$ cat config.mk
export PLATFORM = sky130hd
export DESIGN_NAME = alsc_back
export DESIGN_NICKNAME = d
export VERILOG_FILES = /design/src/hdl/alsc_pkg.sv /design/src/hdl/alsc_back.sv
export SDC_FILE = /design/constraint.sdc
export NUM_CORES = 1
export LEC_CHECK = 0
export BUFFER_PORTS_ARGS = -buffer_cell sky130_fd_sc_hd__buf_2
export CAP_MARGIN = 20
export CORE_MARGIN = 2
export CORE_UTILIZATION = 58
export CTS_BUF_LIST = sky130_fd_sc_hd__clkbuf_16
export CTS_CLUSTER_SIZE = 40
export DETAILED_ROUTE_END_ITERATION = 6
export PLACE_DENSITY = 0.81
export SLEW_MARGIN = 20
export SYNTH_ARGS = -nofsm -noshare
export SYNTH_HDL_FRONTEND = slang
export SYNTH_SLANG_ARGS = --single-unit
$ cat constraint.sdc
create_clock -name clk_i -period 3.5 [get_ports clk_i]
set_input_delay 0.175 -clock clk_i [delete_from_list [all_inputs] [get_ports clk_i]]
set_output_delay 0.175 -clock clk_i [all_outputs]
set_load 0.005 [all_outputs]
$ cat src/hdl/alsc_pkg.sv
`timescale 1ns / 1ps
// Shared types and constants for the adjacent label set counter.
// No dependencies; imported by every module of the block.
package alsc_pkg;

  localparam int unsigned LABEL_W     = 8;
  localparam int unsigned ROW_WIDTH_W = 11;
  localparam int unsigned COUNT_W     = 9;
  localparam int unsigned NUM_LABELS  = 1 << LABEL_W;

  // Line buffer depth, largest supported row
  localparam int unsigned MAX_WIDTH = 1024;
  localparam int unsigned COL_W     = (MAX_WIDTH > 1) ? $clog2(MAX_WIDTH) : 1;
  localparam int unsigned CMP_W     = (COL_W + 1 > ROW_WIDTH_W) ? COL_W + 1 : ROW_WIDTH_W;

  // Queue between front and back, power of two
  localparam int unsigned QUEUE_DEPTH = 2;
  localparam int unsigned QPTR_W      = $clog2(QUEUE_DEPTH);

  // Configuration register indexes
  localparam int unsigned CFG_ADDR_W = 2;
  localparam logic [CFG_ADDR_W-1:0] REG_TARGET     = 2'd0;
  localparam logic [CFG_ADDR_W-1:0] REG_BACKGROUND = 2'd1;
  localparam logic [CFG_ADDR_W-1:0] REG_ROW_WIDTH  = 2'd2;

  localparam logic [LABEL_W-1:0]     TARGET_RST     = 8'd65;
  localparam logic [LABEL_W-1:0]     BACKGROUND_RST = 8'd46;
  localparam logic [ROW_WIDTH_W-1:0] ROW_WIDTH_RST  = 11'd1024;

  typedef struct packed {
    logic [LABEL_W-1:0]     target;
    logic [LABEL_W-1:0]     background;
    logic [ROW_WIDTH_W-1:0] row_width;
  } alsc_cfg_t;

  // Classified pixel: up to two labels to add to the seen set
  typedef struct packed {
    logic               last;
    logic               hit0;
    logic [LABEL_W-1:0] lab0;
    logic               hit1;
    logic [LABEL_W-1:0] lab1;
  } alsc_item_t;

endpackage

$ cat src/hdl/alsc_back.sv
`timescale 1ns / 1ps
// Back end: seen-label set, running count and the result register.
// Depends on alsc_pkg.
module alsc_back (
  input  logic                 clk_i,
  input  logic                 rst_ni,
  input  alsc_pkg::alsc_item_t item_i,
  input  logic                 empty_i,
  output logic                 pop_o,
  output logic                 out_valid_o,
  input  logic                 out_ready_i,
  output logic [8:0]           distinct_count_o
);
  import alsc_pkg::*;

  logic [NUM_LABELS-1:0] seen_q, seen_d;
  logic [COUNT_W-1:0]    count_q, count_d, sum;
  logic [COUNT_W-1:0]    result_q;
  logic                  out_valid_q, out_valid_d;
  logic                  new0, new1;

  // A last item waits while the previous result is still held
  assign pop_o = !empty_i && (!item_i.last || !out_valid_q || out_ready_i);

  always_comb begin
    new0 = item_i.hit0 && !seen_q[item_i.lab0];
    new1 = item_i.hit1 && !seen_q[item_i.lab1] &&
           !(item_i.hit0 && item_i.lab0 == item_i.lab1);
    sum  = count_q + COUNT_W'(new0) + COUNT_W'(new1);

    seen_d      = seen_q;
    count_d     = count_q;
    out_valid_d = out_valid_q && !out_ready_i;
    if (pop_o) begin
      if (item_i.last) begin
        seen_d      = '0;
        count_d     = '0;
        out_valid_d = 1'b1;
      end else begin
        if (item_i.hit0) seen_d[item_i.lab0] = 1'b1;
        if (item_i.hit1) seen_d[item_i.lab1] = 1'b1;
        count_d = sum;
      end
    end
  end

  always_ff @(posedge clk_i or negedge rst_ni) begin
    if (!rst_ni) begin
      seen_q      <= '0;
      count_q     <= '0;
      out_valid_q <= 1'b0;
    end else begin
      seen_q      <= seen_d;
      count_q     <= count_d;
      out_valid_q <= out_valid_d;
    end
  end

  always_ff @(posedge clk_i) begin
    if (pop_o && item_i.last) begin
      result_q <= sum;
    end
  end

  assign out_valid_o      = out_valid_q;
  assign distinct_count_o = result_q;

endmodule

==> parameters.txt <==
Parameter                              Value

Routing
  Final ANT Viol Nets    0
  Initial DRT Pass Iterations    7
  Routed via count divided by cell count    7.75
  Total via count in the routed design    16700
  Total wire length    64.7 mm
  DRC violations left    6
  Violation count after the first detailed-route iteration    3192
  Wire length per cell after detailed routing    30.1 um

Setup path
  Critical R2R Launch    seen_q[118]
  Crit path launch type    flip-flop
  Critical Path AT    4.15 ns
  Maximum fanout encountered on the critical timing path    3
  Worst path max stage delay    0.48 ns
  Nature of the critical path endpoint    flip-flop
  Critical path, cell by cell    mux4_2, a22o_1, a221oi_1, buf_4, o311ai_0, o311ai_2, nand4_1, fa_2, inv_2, ha_4, nand3_4, nor2_4, nand3_2, xnor2_2, a22o_1
  Cell with the largest stage delay on the worst path    mux4_2
  Setup CP Type    reg -> reg
  Top cell by count, worst path    a22o_1
  Worst endpoint required time    3.98 ns
  Setup slack of the most critical reg-to-reg path    -0.17 ns
  Capturing point of the worst reg2reg path    count_q[8]
  Worst R2R Path Depth    15

STA
  Final critical-path required period    3.67 ns
  Pin slew with the least headroom to its limit    1.23 ns
  Worst slew margin relative to its limit    18.1%
  Final number of setup-violating endpoints    11
  Post-Route Setup TNS    -1.00 ns
  Maximum operating frequency    0.272 GHz
  Slack of the critical path    -0.172 ns
  Count of final hold-check violations    0
  Worst clock skew    0.0224 ns
  Max-slew violation total from the final report    0
  Part of the cycle the worst path needs    105%
  Unrepaired setup endpoints after global routing    true

GRT
  Global-route wire length before repair    96.9 mm
  Global route overflow    0
  Via count of the first global-routing pass    16100
  Antenna violations before repair    3
  Largest net degree at the start of global routing    260
  Overall global routing resource usage    42.7%

Pwr
  Part of the total power dissipated in sequential elements    43.4%
  Ratio of total power to cell area    387 mW/mm2
  Net Switching    2.07 mW
  Sw frac    27.5%
  Pint    5.45 mW
  Reported leakage power    8.20 nW
  Worst-case vdd ir drop    0.420 mV
  Share of total power in the clock network    43.9%
  Comb power frac    12.7%
  Total Power    7.52 mW

Placed design
  Standard cell area after detailed placement    0.0181 mm2
  Placed wire-length estimate    39.7 mm
  # port buffers    33
  DP Cell Count    2082
  Placer's final routability congestion estimate    1.07

Synth
  Proportion of synthesized chip area in sequential cells    42.0%
  Number of warnings issued by yosys    0
  Number of enable flip-flop cells after synthesis    9
  Commonest cells in the synthesized netlist    nor2_1, dfrtp_1, a21oi_1
  Top-count cell post-synth    nor2_1
  Unique masters post-synth    61
  Library cell with the largest summed area after synthesis    dfrtp_1
  Main area contributors after synthesis    dfrtp_1, mux4_2, o22ai_1, a21oi_1, nor2_1
  Yosys reg bits    275
  Post-Synthesis Cell Area    0.0165 mm2
  Main flop type after synthesis    dfrtp_1
  Post-synthesis async set-or-reset flop share    96.7%
  Mapped Avg Cell Area    9.96 um2
  Nets in the synthesized netlist    1681
  Top-area cell type share of the netlist area    40.4%
  Count of mapped cells out of synthesis    1656

Cells and area
  Area of all placed cells without fillers    0.0194 mm2
  Final Instance Count excl. Fillers    2150
  Diode insertion count for antenna repair    0
  Area growth, synth to finish    17.8%
  Share of final-layout standard cells stronger than drive strength 1    24.7%
  Final #Nets    1774

Floorplan
  # rows    61
  Boundary pin count    34
  Die boundary width    173 um
  Effective utilization at floorplan    59.2%
  Core Box Area    0.0279 mm2
  Die ar.    0.0298 mm2
  Overall die height    173 um

Clock network
  Number of buffers added by the clock tree synthesis step    31
  Clock tree from TritonCTS    yes
  Number of sinks driven by the clock tree    275
  Longest Clk Path Bufs    3
  Clock-pin slew on the worst setup and hold paths    0.06 ns
  Clock latency at the later pin of the worst-skew pair    0.59 ns
  Master cell of the clock root buffer    clkbuf_16
  Maximum level of the CTS H-tree    1

Flow run
  Max-Cap Viols    0

Status
  Violations in the final reports    DRC, setup timing
  Status    finished with violations

Worst hold path
  Type of the most critical hold path    in -> async
## routing by layer
metal	up-vias	track usage (%)	share of wire, %	wire length [um]
met1	7928	54.6	33	21500
met2	1740	58.2	41	26300
met5	-	0	0.053	34
met4	6	28.7	8.4	5410
met3	491	19.7	18	11400
li1	6491	-	-	-
## cell type report
class | count | area (um2)
multi-input combinational | 1194 | 8930
fill | 1964 | 8440
sequential | 275 | 6930
timing repair buffer | 237 | 2030
clock buffer | 31 | 776
tap | 378 | 473
clock inverter | 25 | 231
inverter | 10 | 42.5
## cell usage in the layout, fill, tap and decap left out, types with 6 or more instances in the layout
cell / count
nand4_1: 8
a22oi_1: 9
buf_12: 23
a21oi_1: 263
dfrtp_1: 266
o21ai_0: 6
nor2_1: 280
nor2b_1: 18
and3_1: 6
nand2_1: 70
mux4_1: 11
edfxtp_1: 9
inv_1: 9
a22o_1: 8
o22ai_1: 258
mux4_2: 128
clkinv_1: 9
nand2b_1: 9
buf_4: 177
buf_2: 30
clkbuf_16: 31
mux2i_1: 9
nand3_1: 24
xor2_1: 6
xnor2_1: 7
## through the flow
step	hold WS, ns	worst slack [ns]	utilization [%]
2_1_floorplan	-0.121	0.00377	-
3_3_place_gp	0.170	-0.491	65.0
3_5_place_dp	0.176	-0.564	65.0
4_1_cts	0.168	0.000160	68.9
5_1_grt	0.205	-0.180	69.7
6_report	0.155	-0.172	69.7
## power groups by stage
stage	Clock, mW	Sequential [mW]	Combinational [mW]
CTS	3.28	3.26	0.890
global placement	0	3.32	0.860
global route	3.40	3.26	0.988
detailed placement	0	3.32	0.873
finish	3.30	3.26	0.955
floorplan	0	3.31	0.483
## registers in the layout, indices dropped and copies added, names as in the netlist
register	flops
count_q	9
out_valid_o	1
distinct_count_o	9
seen_q	256
## cell families after synthesis
kind of cell | Yosys count | synth area share, %
adder cells (fa/ha/maj) | 2 | 0.197
AND/OR/NAND/NOR | 453 | 11.8
AO/OA/AOI/OAI | 574 | 20.3
buffers and inverters | 187 | 4.94
multiplexers | 150 | 19.9
flip-flops | 275 | 42.0
XOR/XNOR | 15 | 0.797
## critical path: cells and delay by family, from the launching register on
family                   cells  cell delay (ns)
XOR/XNOR                     1             0.16
flip-flops                   1             0.41
multiplexers                 1             0.48
AO/OA/AOI/OAI                5             1.11
buffers and inverters        2             0.30
AND/OR/NAND/NOR              4             0.52
adder cells (fa/ha/maj)      2             0.57
## worst max-delay path by stage
stage                startpoint  cells after the start          to
global route        seen_q[149]                     15  count_q[8]
detailed placement    item_i[0]                     15  count_q[8]
CTS                 seen_q[149]                     16  count_q[8]
global placement      item_i[0]                     15  count_q[8]
floorplan             item_i[0]                     15  count_q[8]
finish              seen_q[118]                     15  count_q[8]
## timing repair
item | CTS | global route
hold buffers | 4 | 0
buffers inserted | 2 | 6
setup endpoints to repair | 12 | 11
endpoints found under the hold margin | 72 | 0
pin swaps | 3 | 14
gates resized for setup | 10 | 25
Note: power is estimated with default switching activity, not from simulation.
