<file path="config.mk">
export PLATFORM = sky130hd
export DESIGN_NAME = alsc_queue
export DESIGN_NICKNAME = d
export VERILOG_FILES = /design/src/hdl/alsc_pkg.sv /design/src/hdl/alsc_queue.sv
export SDC_FILE = /design/constraint.sdc
export NUM_CORES = 1
export LEC_CHECK = 0
export BUFFER_PORTS_ARGS = -buffer_cell sky130_fd_sc_hd__buf_2
export CORE_MARGIN = 3
export CORE_UTILIZATION = 40
export CTS_CLUSTER_SIZE = 24
export DETAILED_ROUTE_END_ITERATION = 12
export GPL_TIMING_DRIVEN = 0
export HOLD_SLACK_MARGIN = 0.15
export PLACE_DENSITY = 0.75
export SYNTH_ARGS = -nofsm -noshare
export SYNTH_HDL_FRONTEND = slang
export SYNTH_SLANG_ARGS = --single-unit
</file>
<file path="constraint.sdc">
create_clock -name clk_i -period 2.89 [get_ports clk_i]
set_input_delay 0.289 -clock clk_i [delete_from_list [all_inputs] [get_ports clk_i]]
set_output_delay 0.289 -clock clk_i [all_outputs]
set_load 0.05 [all_outputs]
</file>
<file path="src/hdl/alsc_pkg.sv">
`timescale 1ns / 1ps
// Shared types and constants for the adjacent label set counter.
// No dependencies; imported by every module of the block.
package alsc_pkg;

  localparam int unsigned LABEL_W     = 8;
  localparam int unsigned ROW_WIDTH_W = 11;
  localparam int unsigned COUNT_W     = 9;
  localparam int unsigned NUM_LABELS  = 1 << LABEL_W;

  // Line buffer depth, largest supported row
  localparam int unsigned MAX_WIDTH = 1024;
  localparam int unsigned COL_W     = (MAX_WIDTH > 1) ? $clog2(MAX_WIDTH) : 1;
  localparam int unsigned CMP_W     = (COL_W + 1 > ROW_WIDTH_W) ? COL_W + 1 : ROW_WIDTH_W;

  // Queue between front and back, power of two
  localparam int unsigned QUEUE_DEPTH = 2;
  localparam int unsigned QPTR_W      = $clog2(QUEUE_DEPTH);

  // Configuration register indexes
  localparam int unsigned CFG_ADDR_W = 2;
  localparam logic [CFG_ADDR_W-1:0] REG_TARGET     = 2'd0;
  localparam logic [CFG_ADDR_W-1:0] REG_BACKGROUND = 2'd1;
  localparam logic [CFG_ADDR_W-1:0] REG_ROW_WIDTH  = 2'd2;

  localparam logic [LABEL_W-1:0]     TARGET_RST     = 8'd65;
  localparam logic [LABEL_W-1:0]     BACKGROUND_RST = 8'd46;
  localparam logic [ROW_WIDTH_W-1:0] ROW_WIDTH_RST  = 11'd1024;

  typedef struct packed {
    logic [LABEL_W-1:0]     target;
    logic [LABEL_W-1:0]     background;
    logic [ROW_WIDTH_W-1:0] row_width;
  } alsc_cfg_t;

  // Classified pixel: up to two labels to add to the seen set
  typedef struct packed {
    logic               last;
    logic               hit0;
    logic [LABEL_W-1:0] lab0;
    logic               hit1;
    logic [LABEL_W-1:0] lab1;
  } alsc_item_t;

endpackage

</file>
<file path="src/hdl/alsc_queue.sv">
`timescale 1ns / 1ps
// Short FIFO of classified pixels between front and back.
// Depends on alsc_pkg.
module alsc_queue (
  input  logic                 clk_i,
  input  logic                 rst_ni,
  input  logic                 push_i,
  input  alsc_pkg::alsc_item_t item_i,
  output logic                 full_o,
  input  logic                 pop_i,
  output alsc_pkg::alsc_item_t item_o,
  output logic                 empty_o
);
  import alsc_pkg::*;

  alsc_item_t            slot_q [QUEUE_DEPTH];
  logic [QPTR_W-1:0]     wr_ptr_q, wr_ptr_d, rd_ptr_q, rd_ptr_d;
  logic [QPTR_W:0]       fill_q, fill_d;

  assign full_o  = fill_q == (QPTR_W+1)'(QUEUE_DEPTH);
  assign empty_o = fill_q == '0;
  assign item_o  = slot_q[rd_ptr_q];

  always_comb begin
    wr_ptr_d = wr_ptr_q;
    rd_ptr_d = rd_ptr_q;
    fill_d   = fill_q;
    if (push_i) begin
      wr_ptr_d = wr_ptr_q + QPTR_W'(1);
    end
    if (pop_i) begin
      rd_ptr_d = rd_ptr_q + QPTR_W'(1);
    end
    unique case ({push_i, pop_i})
      2'b10:   fill_d = fill_q + (QPTR_W+1)'(1);
      2'b01:   fill_d = fill_q - (QPTR_W+1)'(1);
      default: fill_d = fill_q;
    endcase
  end

  always_ff @(posedge clk_i or negedge rst_ni) begin
    if (!rst_ni) begin
      wr_ptr_q <= '0;
      rd_ptr_q <= '0;
      fill_q   <= '0;
    end else begin
      wr_ptr_q <= wr_ptr_d;
      rd_ptr_q <= rd_ptr_d;
      fill_q   <= fill_d;
    end
  end

  always_ff @(posedge clk_i) begin
    if (push_i) begin
      slot_q[wr_ptr_q] <= item_i;
    end
  end

endmodule

</file>
==> tab_implementation.tex, run 1 <==
\begin{tabular}{lr}
\hline
Metric & Value \\
\hline
\multicolumn{2}{l}{\textbf{Routing}} \\
\quad Post-Route WL & 2370 µm \\
\quad Vias & 791 \\
\quad Uppermost layer routed & met4 \\
\quad Vias per Instance & 4.49 \\
\quad Wire length on met1 & 994 µm \\
\quad Post-route ant nets & 0 \\
\quad DR WL met2 & 1160 µm \\
\quad Number of optimization iterations in the first detailed-route pass & 3 \\
\quad Count of routing violations after the opening detailed-route iteration & 29 \\
\quad Met3 wire length & 180 µm \\
\quad Average wire length per cell after detail routing & 13.4 µm \\
\quad Post-route DRC violation count & 0 \\
\multicolumn{2}{l}{\textbf{Clock network}} \\
\quad Clock latency on the worst-skew pair & 280 ps \\
\quad TritonCTS Sinks & 42 \\
\quad Buffer cell driving the clock tree root & sky130\_fd\_sc\_hd\_\_clkbuf\_8 \\
\quad TritonCTS clock tree & built \\
\quad Maximum root-to-sink buffer count & 2 \\
\quad Clock H-tree levels & 2 \\
\quad Clock-pin transition on the worst setup and hold timing paths & 80 ps \\
\quad CTS buffer count & 5 \\
\quad Number of setup buffers added after CTS & 0 \\
\multicolumn{2}{l}{\textbf{Floorplan}} \\
\quad I/O pin total & 44 \\
\quad Core box area & 0.00372 mm² \\
\quad Starting Density & 41.9\% \\
\quad Vertical die dimension & 68.4 µm \\
\quad Total number of placement rows & 22 \\
\quad Die ar. & 0.00468 mm² \\
\quad Die Span X & 68.4 µm \\
\multicolumn{2}{l}{\textbf{Power}} \\
\quad Final Power & 2.33 mW \\
\quad Maximum resistive drop on vdd & 0.580 mV \\
\quad Areal power density over the cells & 1170 mW/mm² \\
\quad LEAKAGE & 0.781 nW \\
\multicolumn{2}{l}{\textbf{Cells and area}} \\
\quad Layout cells sized above 1 & 58.6\% \\
\quad FILL cells & 311 \\
\quad Net total in the final layout & 151 \\
\quad Total inserted antenna cells & 0 \\
\quad Area Growth Syn to Fin & 28.1\% \\
\quad Number of standard cells in the layout, taps in and fillers out & 176 \\
\quad Share of the core filled with cells in the final layout & 53.6\% \\
\multicolumn{2}{l}{\textbf{Logic synthesis}} \\
\quad Flip-flop and latch count after synthesis & 42 \\
\quad Post-Synth XOR/XNOR Area & 2.81\% \\
\quad Share of synthesized cell area in and, or, nand and nor gates & 1.69\% \\
\quad Number of instances in the synthesized netlist & 75 \\
\quad Part of the Yosys area used for sequential elements & 79.7\% \\
\quad Main combinational cell family by area after synthesis & multiplexers \\
\quad Warnings from Yosys & 0 \\
\quad Fraction of synthesized cell area taken by the top area cell type & 73.3\% \\
\quad Mapped Nets & 99 \\
\quad Netlist cell types & 11 \\
\quad Proportion of synthesized area in mux cells & 13.7\% \\
\quad Cell taking the most area after synthesis & sky130\_fd\_sc\_hd\_\_edfxtp\_1 \\
\quad Synthesized cell area & 0.00156 mm² \\
\quad Top cells by area in the synthesized netlist & sky130\_fd\_sc\_hd\_\_edfxtp\_1 (73\%), sky130\_fd\_sc\_hd\_\_mux2\_2 (14\%), sky130\_fd\_sc\_hd\_\_dfrtp\_1 (6.4\%) \\
\quad Complex-gate fraction of the synthesized area & 0\% \\
\quad Post-synthesis area per instance & 20.8 µm² \\
\quad Adder and majority gate portion of the synthesized area & 0.804\% \\
\multicolumn{2}{l}{\textbf{Critical path}} \\
\quad Arrival time reported for the critical path endpoint & 1410 ps \\
\quad Peak fanout along the critical path & 10 \\
\quad Worst setup path category & flop to output pin \\
\quad Setup crit start kind & flop \\
\quad Required time of the critical path & 2600 ps \\
\quad Category of the worst setup path capture point & output pin \\
\multicolumn{2}{l}{\textbf{Placement}} \\
\quad Detail Placement HPWL & 1680 µm \\
\quad Cells after DPL & 167 \\
\quad Final RePlAce weighted congestion & 0.615 \\
\quad Count of input and output buffers & 43 \\
\multicolumn{2}{l}{\textbf{GRT}} \\
\quad Leftover overflow at the end of global routing & 0 \\
\quad Gr usage total & 10.8\% \\
\quad Number of antenna violations at the first check in global routing & 0 \\
\quad Largest net degree at the start of global routing & 20 \\
\quad Wire length of the first global-routing pass & 3500 µm \\
\quad Via count of the first global-routing pass & 762 \\
\multicolumn{2}{l}{\textbf{Outcome}} \\
\quad Run status & finished clean \\
\multicolumn{2}{l}{\textbf{Timing}} \\
\quad Tightest slew margin relative to the limit & 43.0\% \\
\quad Transition at the pin with the smallest max-transition slack & 855 ps \\
\quad Period Utilization, post-route & 58.9\% \\
\quad Final count of pins violating max slew & 0 \\
\quad Setup repair after global routing missed its margin & false \\
\quad Number of endpoints failing setup at the final stage & 0 \\
\quad Final sum of negative setup slack & 0 ps \\
\quad Clock Skew & 3.43 ps \\
\quad Post-route minimum period & 1700 ps \\
\quad Final Hold Fails & 0 \\
\quad Fmax achieved & 588 MHz \\
\multicolumn{2}{l}{\textbf{Run}} \\
\quad Maxcap violations & 0 \\
\multicolumn{2}{l}{\textbf{Hold path}} \\
\quad Class of the worst hold path & input pin to flop \\
\hline
\end{tabular}
metrics by stage:
step	worst slack [ps]	hold WS, ps	cell area, µm²
CTS	1170	183	1990
global placement	804	91.2	1830
floorplan	1270	-6.59	1560
finish	1190	191	1990
detailed placement	1370	99.1	1850
global route	1120	173	1990
critical path: stages, from the launching register on:
cell and delay (ps):
sky130_fd_sc_hd__dfrtp_1 360, sky130_fd_sc_hd__buf_4 200, sky130_fd_sc_hd__mux2_2 360, sky130_fd_sc_hd__buf_2 210
sequential cells by signal (all words and copies together), names as in the netlist:
name and flops:
fill_q 2, wr_ptr_q 1, slot_q 38, rd_ptr_q 1
cell type report:
cell class                 instances  area [µm²]  share of cell area [%]
clock buffer                       5        68.8                    3.45
tap                               48        60.1                    3.01
timing repair buffer              45         236                    11.9
inverter                           1        3.75                   0.188
sequential                        42        1240                    62.3
clock inverter                     3        68.8                    3.45
multi-input combinational         30         299                    15.0
buffer                             2        15.0                   0.753
cell usage in the layout, fill, tap and decap left out:
cell type	instances
sky130_fd_sc_hd__and2b_2	1
sky130_fd_sc_hd__ha_1	1
sky130_fd_sc_hd__nor2_2	1
sky130_fd_sc_hd__clkinv_4	1
sky130_fd_sc_hd__xor2_1	3
sky130_fd_sc_hd__inv_1	1
sky130_fd_sc_hd__buf_6	1
sky130_fd_sc_hd__mux2_2	19
sky130_fd_sc_hd__buf_2	43
sky130_fd_sc_hd__and2_1	1
sky130_fd_sc_hd__clkbuf_8	5
sky130_fd_sc_hd__xnor2_1	2
sky130_fd_sc_hd__nor2_1	2
sky130_fd_sc_hd__bufinv_16	2
sky130_fd_sc_hd__edfxtp_1	38
sky130_fd_sc_hd__dlygate4sd3_1	1
sky130_fd_sc_hd__dfrtp_1	4
sky130_fd_sc_hd__buf_4	2
logic make-up after synthesis:
logic type	after synthesis
DFF	42
xor gates and xnor gates	5
buffers and inverters	3
muxes	19
and+or+nand+nor	5
adders and majority gates	1
synth_stat cells:
master,n
sky130_fd_sc_hd__edfxtp_1,38
sky130_fd_sc_hd__mux2_2,19
sky130_fd_sc_hd__dfrtp_1,4
sky130_fd_sc_hd__nor2_1,3
sky130_fd_sc_hd__xor2_1,3
sky130_fd_sc_hd__buf_4,2
sky130_fd_sc_hd__xnor2_1,2
sky130_fd_sc_hd__and2_1,1
sky130_fd_sc_hd__and2b_2,1
sky130_fd_sc_hd__ha_1,1
sky130_fd_sc_hd__inv_1,1
repair_timing:
action	in CTS	in global routing
hold buffers	1	0
gates resized for setup	0	0
hold endpoints to repair	4	0
power breakdown:
part           switching, mW  internal, mW  total [mW]
Combinational          0.662         0.273       0.935
Sequential            0.0468         0.814       0.861
Clock                  0.189         0.346       0.534
Total                  0.897          1.43        2.33
metal layers:
metal / track usage (%) / vias to the layer above
met2: 18.1 / 31
met3: 3.12 / 2
met1: 12.6 / 374
met4: 5.21 / 0
li1: - / 384
met5: 0 / -
worst paths after layout:
path                            start       endpoint  slack, ps  cells past startpoint
setup reg to reg             wr_ptr_q   slot_q[1][3]       1390                      1
min in group asynchronous      rst_ni       rd_ptr_q        350                      2
max in group asynchronous      rst_ni      fill_q[1]       2420                      2
hold reg to reg             fill_q[1]      fill_q[1]        500                      1
hold / removal             item_i[11]  slot_q[0][11]        190                      1
setup / recovery             rd_ptr_q     item_o[16]       1190                      3
(Power assumes the default switching activity.)
==> inputs of run 2 (changes only) <==
PLACE_DENSITY = 0.77   (was 0.75)
clock period = 1.4 ns   (was 2.89 ns; I/O delays follow)
==> tab_implementation.tex, run 2 (synthesized netlist as in run 1, its figures left out) <==
\begin{tabular}{lr}
\hline
Metric & Value \\
\hline
\multicolumn{2}{l}{\textbf{Outcome}} \\
\quad Run status & finished, violations left \\
\quad Violated checks & negative setup slack \\
\multicolumn{2}{l}{\textbf{Placement}} \\
\quad Final RePlAce weighted congestion & 0.585 (-4.9\%) \\
\quad Cells after DPL & 166 (-0.60\%) \\
\quad Count of input and output buffers & 43 (unchanged) \\
\quad Detail Placement HPWL & 1670 µm (-0.56\%) \\
\quad Post-Place Worst Slack & -190 ps (-1560 ps) \\
\multicolumn{2}{l}{\textbf{Clock network}} \\
\quad Clock H-tree levels & 2 (unchanged) \\
\quad Maximum root-to-sink buffer count & 2 (unchanged) \\
\quad CTS buffer count & 5 (unchanged) \\
\quad Clock-pin transition on the worst setup and hold timing paths & 70 ps (about the same) \\
\quad TritonCTS Sinks & 42 (unchanged) \\
\quad TritonCTS clock tree & built \\
\quad Buffer cell driving the clock tree root & sky130\_fd\_sc\_hd\_\_clkbuf\_8 \\
\quad Number of setup buffers added after CTS & 0 (unchanged) \\
\quad Clock latency on the worst-skew pair & 290 ps (about the same) \\
\multicolumn{2}{l}{\textbf{Critical path}} \\
\quad Slowest-stage cell, CP & sky130\_fd\_sc\_hd\_\_dfrtp\_2 \\
\quad End of the critical path & item\_o[6] \\
\quad Peak fanout along the critical path & 5 (-5) \\
\quad Launching element of the worst setup path & rd\_ptr\_q \\
\quad Buf/Inv on CP & 2 (unchanged) \\
\quad Setup crit start kind & flop \\
\quad Category of the worst setup path capture point & output pin \\
\quad Reg2reg start & wr\_ptr\_q \\
\quad Largest stage delay on the critical path & 460 ps (+100 ps) \\
\quad Number of cells on the critical path & 3 (unchanged) \\
\quad Arrival time reported for the critical path endpoint & 1370 ps (-40 ps) \\
\quad Worst setup path category & flop to output pin \\
\quad Number of cells on the worst reg-to-reg path & 1 (unchanged) \\
\quad Top cell family by delay on the critical path & flip-flops \\
\quad Reg-to-reg critical path endpoint & slot\_q[0][16] \\
\quad Cell breakdown of the critical path & buf\_6, mux2\_4, buf\_8 \\
\quad Required time of the critical path & 1260 ps (-1340 ps) \\
\quad Worst setup slack for register-to-register paths & 130 ps (-1260 ps) \\
\multicolumn{2}{l}{\textbf{Timing}} \\
\quad Transition at the pin with the smallest max-transition slack & 567 ps (-288 ps) \\
\quad Period Utilization, post-route & 108\% \\
\quad Final sum of negative setup slack & -1940 ps (-1940 ps) \\
\quad Worst Hold Margin & 190 ps (-1.49 ps) \\
\quad Number of endpoints failing setup at the final stage & 19 (+19) \\
\quad Tightest slew margin relative to the limit & 62.1\% (+19 points) \\
\quad Clock Skew & 4.61 ps (+1.18 ps) \\
\quad Setup slack of the critical path after layout & -106 ps (-1300 ps) \\
\quad Setup repair after global routing missed its margin & true \\
\quad Post-route minimum period & 1510 ps \\
\quad Final Hold Fails & 0 (unchanged) \\
\quad Final count of pins violating max slew & 0 (unchanged) \\
\quad Fmax achieved & 664 MHz \\
\multicolumn{2}{l}{\textbf{Routing}} \\
\quad Vias & 916 (+16\%) \\
\quad Number of optimization iterations in the first detailed-route pass & 4 (+1) \\
\quad Post-route ant nets & 0 (unchanged) \\
\quad Count of routing violations after the opening detailed-route iteration & 31 (+6.9\%) \\
\quad Vias per Instance & 4.63 (+2.9\%) \\
\quad Post-route DRC violation count & 0 (unchanged) \\
\quad Post-Route WL & 2960 µm (+25\%) \\
\quad Average wire length per cell after detail routing & 15.0 µm (+11\%) \\
\multicolumn{2}{l}{\textbf{GRT}} \\
\quad Number of antenna violations at the first check in global routing & 0 (unchanged) \\
\quad Largest net degree at the start of global routing & 20 (unchanged) \\
\quad Wire length of the first global-routing pass & 4210 µm (+20\%) \\
\quad Leftover overflow at the end of global routing & 0 (unchanged) \\
\quad Gr usage total & 12.9\% (+2.1 points) \\
\quad Via count of the first global-routing pass & 961 (+26\%) \\
\multicolumn{2}{l}{\textbf{Floorplan}} \\
\quad I/O pin total & 44 (unchanged) \\
\quad Vertical die dimension & 68.4 µm (unchanged) \\
\quad Total number of placement rows & 22 (unchanged) \\
\quad Die Span X & 68.4 µm (unchanged) \\
\quad Core box area & 0.00372 mm² (unchanged) \\
\quad Starting Density & 41.9\% (unchanged) \\
\quad Die ar. & 0.00468 mm² (unchanged) \\
\multicolumn{2}{l}{\textbf{Hold path}} \\
\quad Class of the worst hold path & input pin to async pin \\
\multicolumn{2}{l}{\textbf{Cells and area}} \\
\quad Register with the highest flop count & slot\_q \\
\quad Largest registers ranked by flip-flop count & slot\_q (38), fill\_q (2) \\
\quad Layout cells sized above 1 & 51.3\% (-7.3 points) \\
\quad Total inserted antenna cells & 0 (unchanged) \\
\quad Most frequent standard cell in the layout excluding fill and tap cells & sky130\_fd\_sc\_hd\_\_edfxtp\_1 \\
\quad Area Growth Syn to Fin & 58.0\% \\
\quad Number of standard cells in the layout, taps in and fillers out & 198 (+13\%) \\
\quad Share of the core filled with cells in the final layout & 66.2\% (+13 points) \\
\quad Most frequent cells in the layout & sky130\_fd\_sc\_hd\_\_edfxtp\_1 (38), sky130\_fd\_sc\_hd\_\_buf\_2 (24), sky130\_fd\_sc\_hd\_\_dlygate4sd3\_1 (22), sky130\_fd\_sc\_hd\_\_mux2\_4 (19), sky130\_fd\_sc\_hd\_\_buf\_8 (18) \\
\quad Net total in the final layout & 173 (+15\%) \\
\quad Number of flip-flops in the largest register & 38 (unchanged) \\
\multicolumn{2}{l}{\textbf{Power}} \\
\quad Maximum resistive drop on vdd & 0.919 mV (+59\%) \\
\quad LEAKAGE & 1.01 nW (+29\%) \\
\quad Areal power density over the cells & 2250 mW/mm² (+92\%) \\
\multicolumn{2}{l}{\textbf{Run}} \\
\quad Maxcap violations & 0 (unchanged) \\
\hline
\end{tabular}
[run 2: timing repair]
action,4_1_cts,5_1_grt
hold endpoints to repair,44,0
hold buffers,22,0
cloned,0,2
pin swaps,0,0
resized for setup,43,43
setup endpoints to repair,57,19
[run 2: through the flow]
stage	total power [mW]	area (µm²)
global placement	3.70	1830
detailed placement	3.73	1830
finish	5.52	2460
floorplan	3.33	1560
global route	5.79	2460
CTS	5.08	2300
[run 2: area by class of cell]
cell class / instances / area [µm²]
well taps: 48 / 60.1
repair buffers: 67 / 644
fillers: 258 / 1260
flip-flops and latches: 42 / 1240
clock inverters: 2 / 37.5
multi-input cells: 30 / 377
inverters: 1 / 3.75
clock buffers: 6 / 72.6
plain buffers: 2 / 22.5
[run 2: worst min path at each step]
stage               startpoint         to
CTS                     rst_ni  fill_q[0]
global placement        rst_ni  fill_q[1]
global route            rst_ni  fill_q[0]
detailed placement      rst_ni  fill_q[0]
finish                  rst_ni  fill_q[0]
floorplan               rst_ni  fill_q[0]
[run 2: where the power goes]
part / total (mW) / switching, mW / internal [mW]
logic: 2.79 / 1.54 / 1.26
clock network: 0.909 / 0.377 / 0.531
registers: 1.82 / 0.137 / 1.68
[run 2: per-layer routing]
layer / global-route usage [%] / up-vias / wire, µm
met5: 0 / - / 0
met4: 5.21 / 0 / 38
met3: 6.24 / 6 / 205
met2: 22.1 / 36 / 1600
met1: 13.6 / 442 / 1120
li1: - / 432 / -
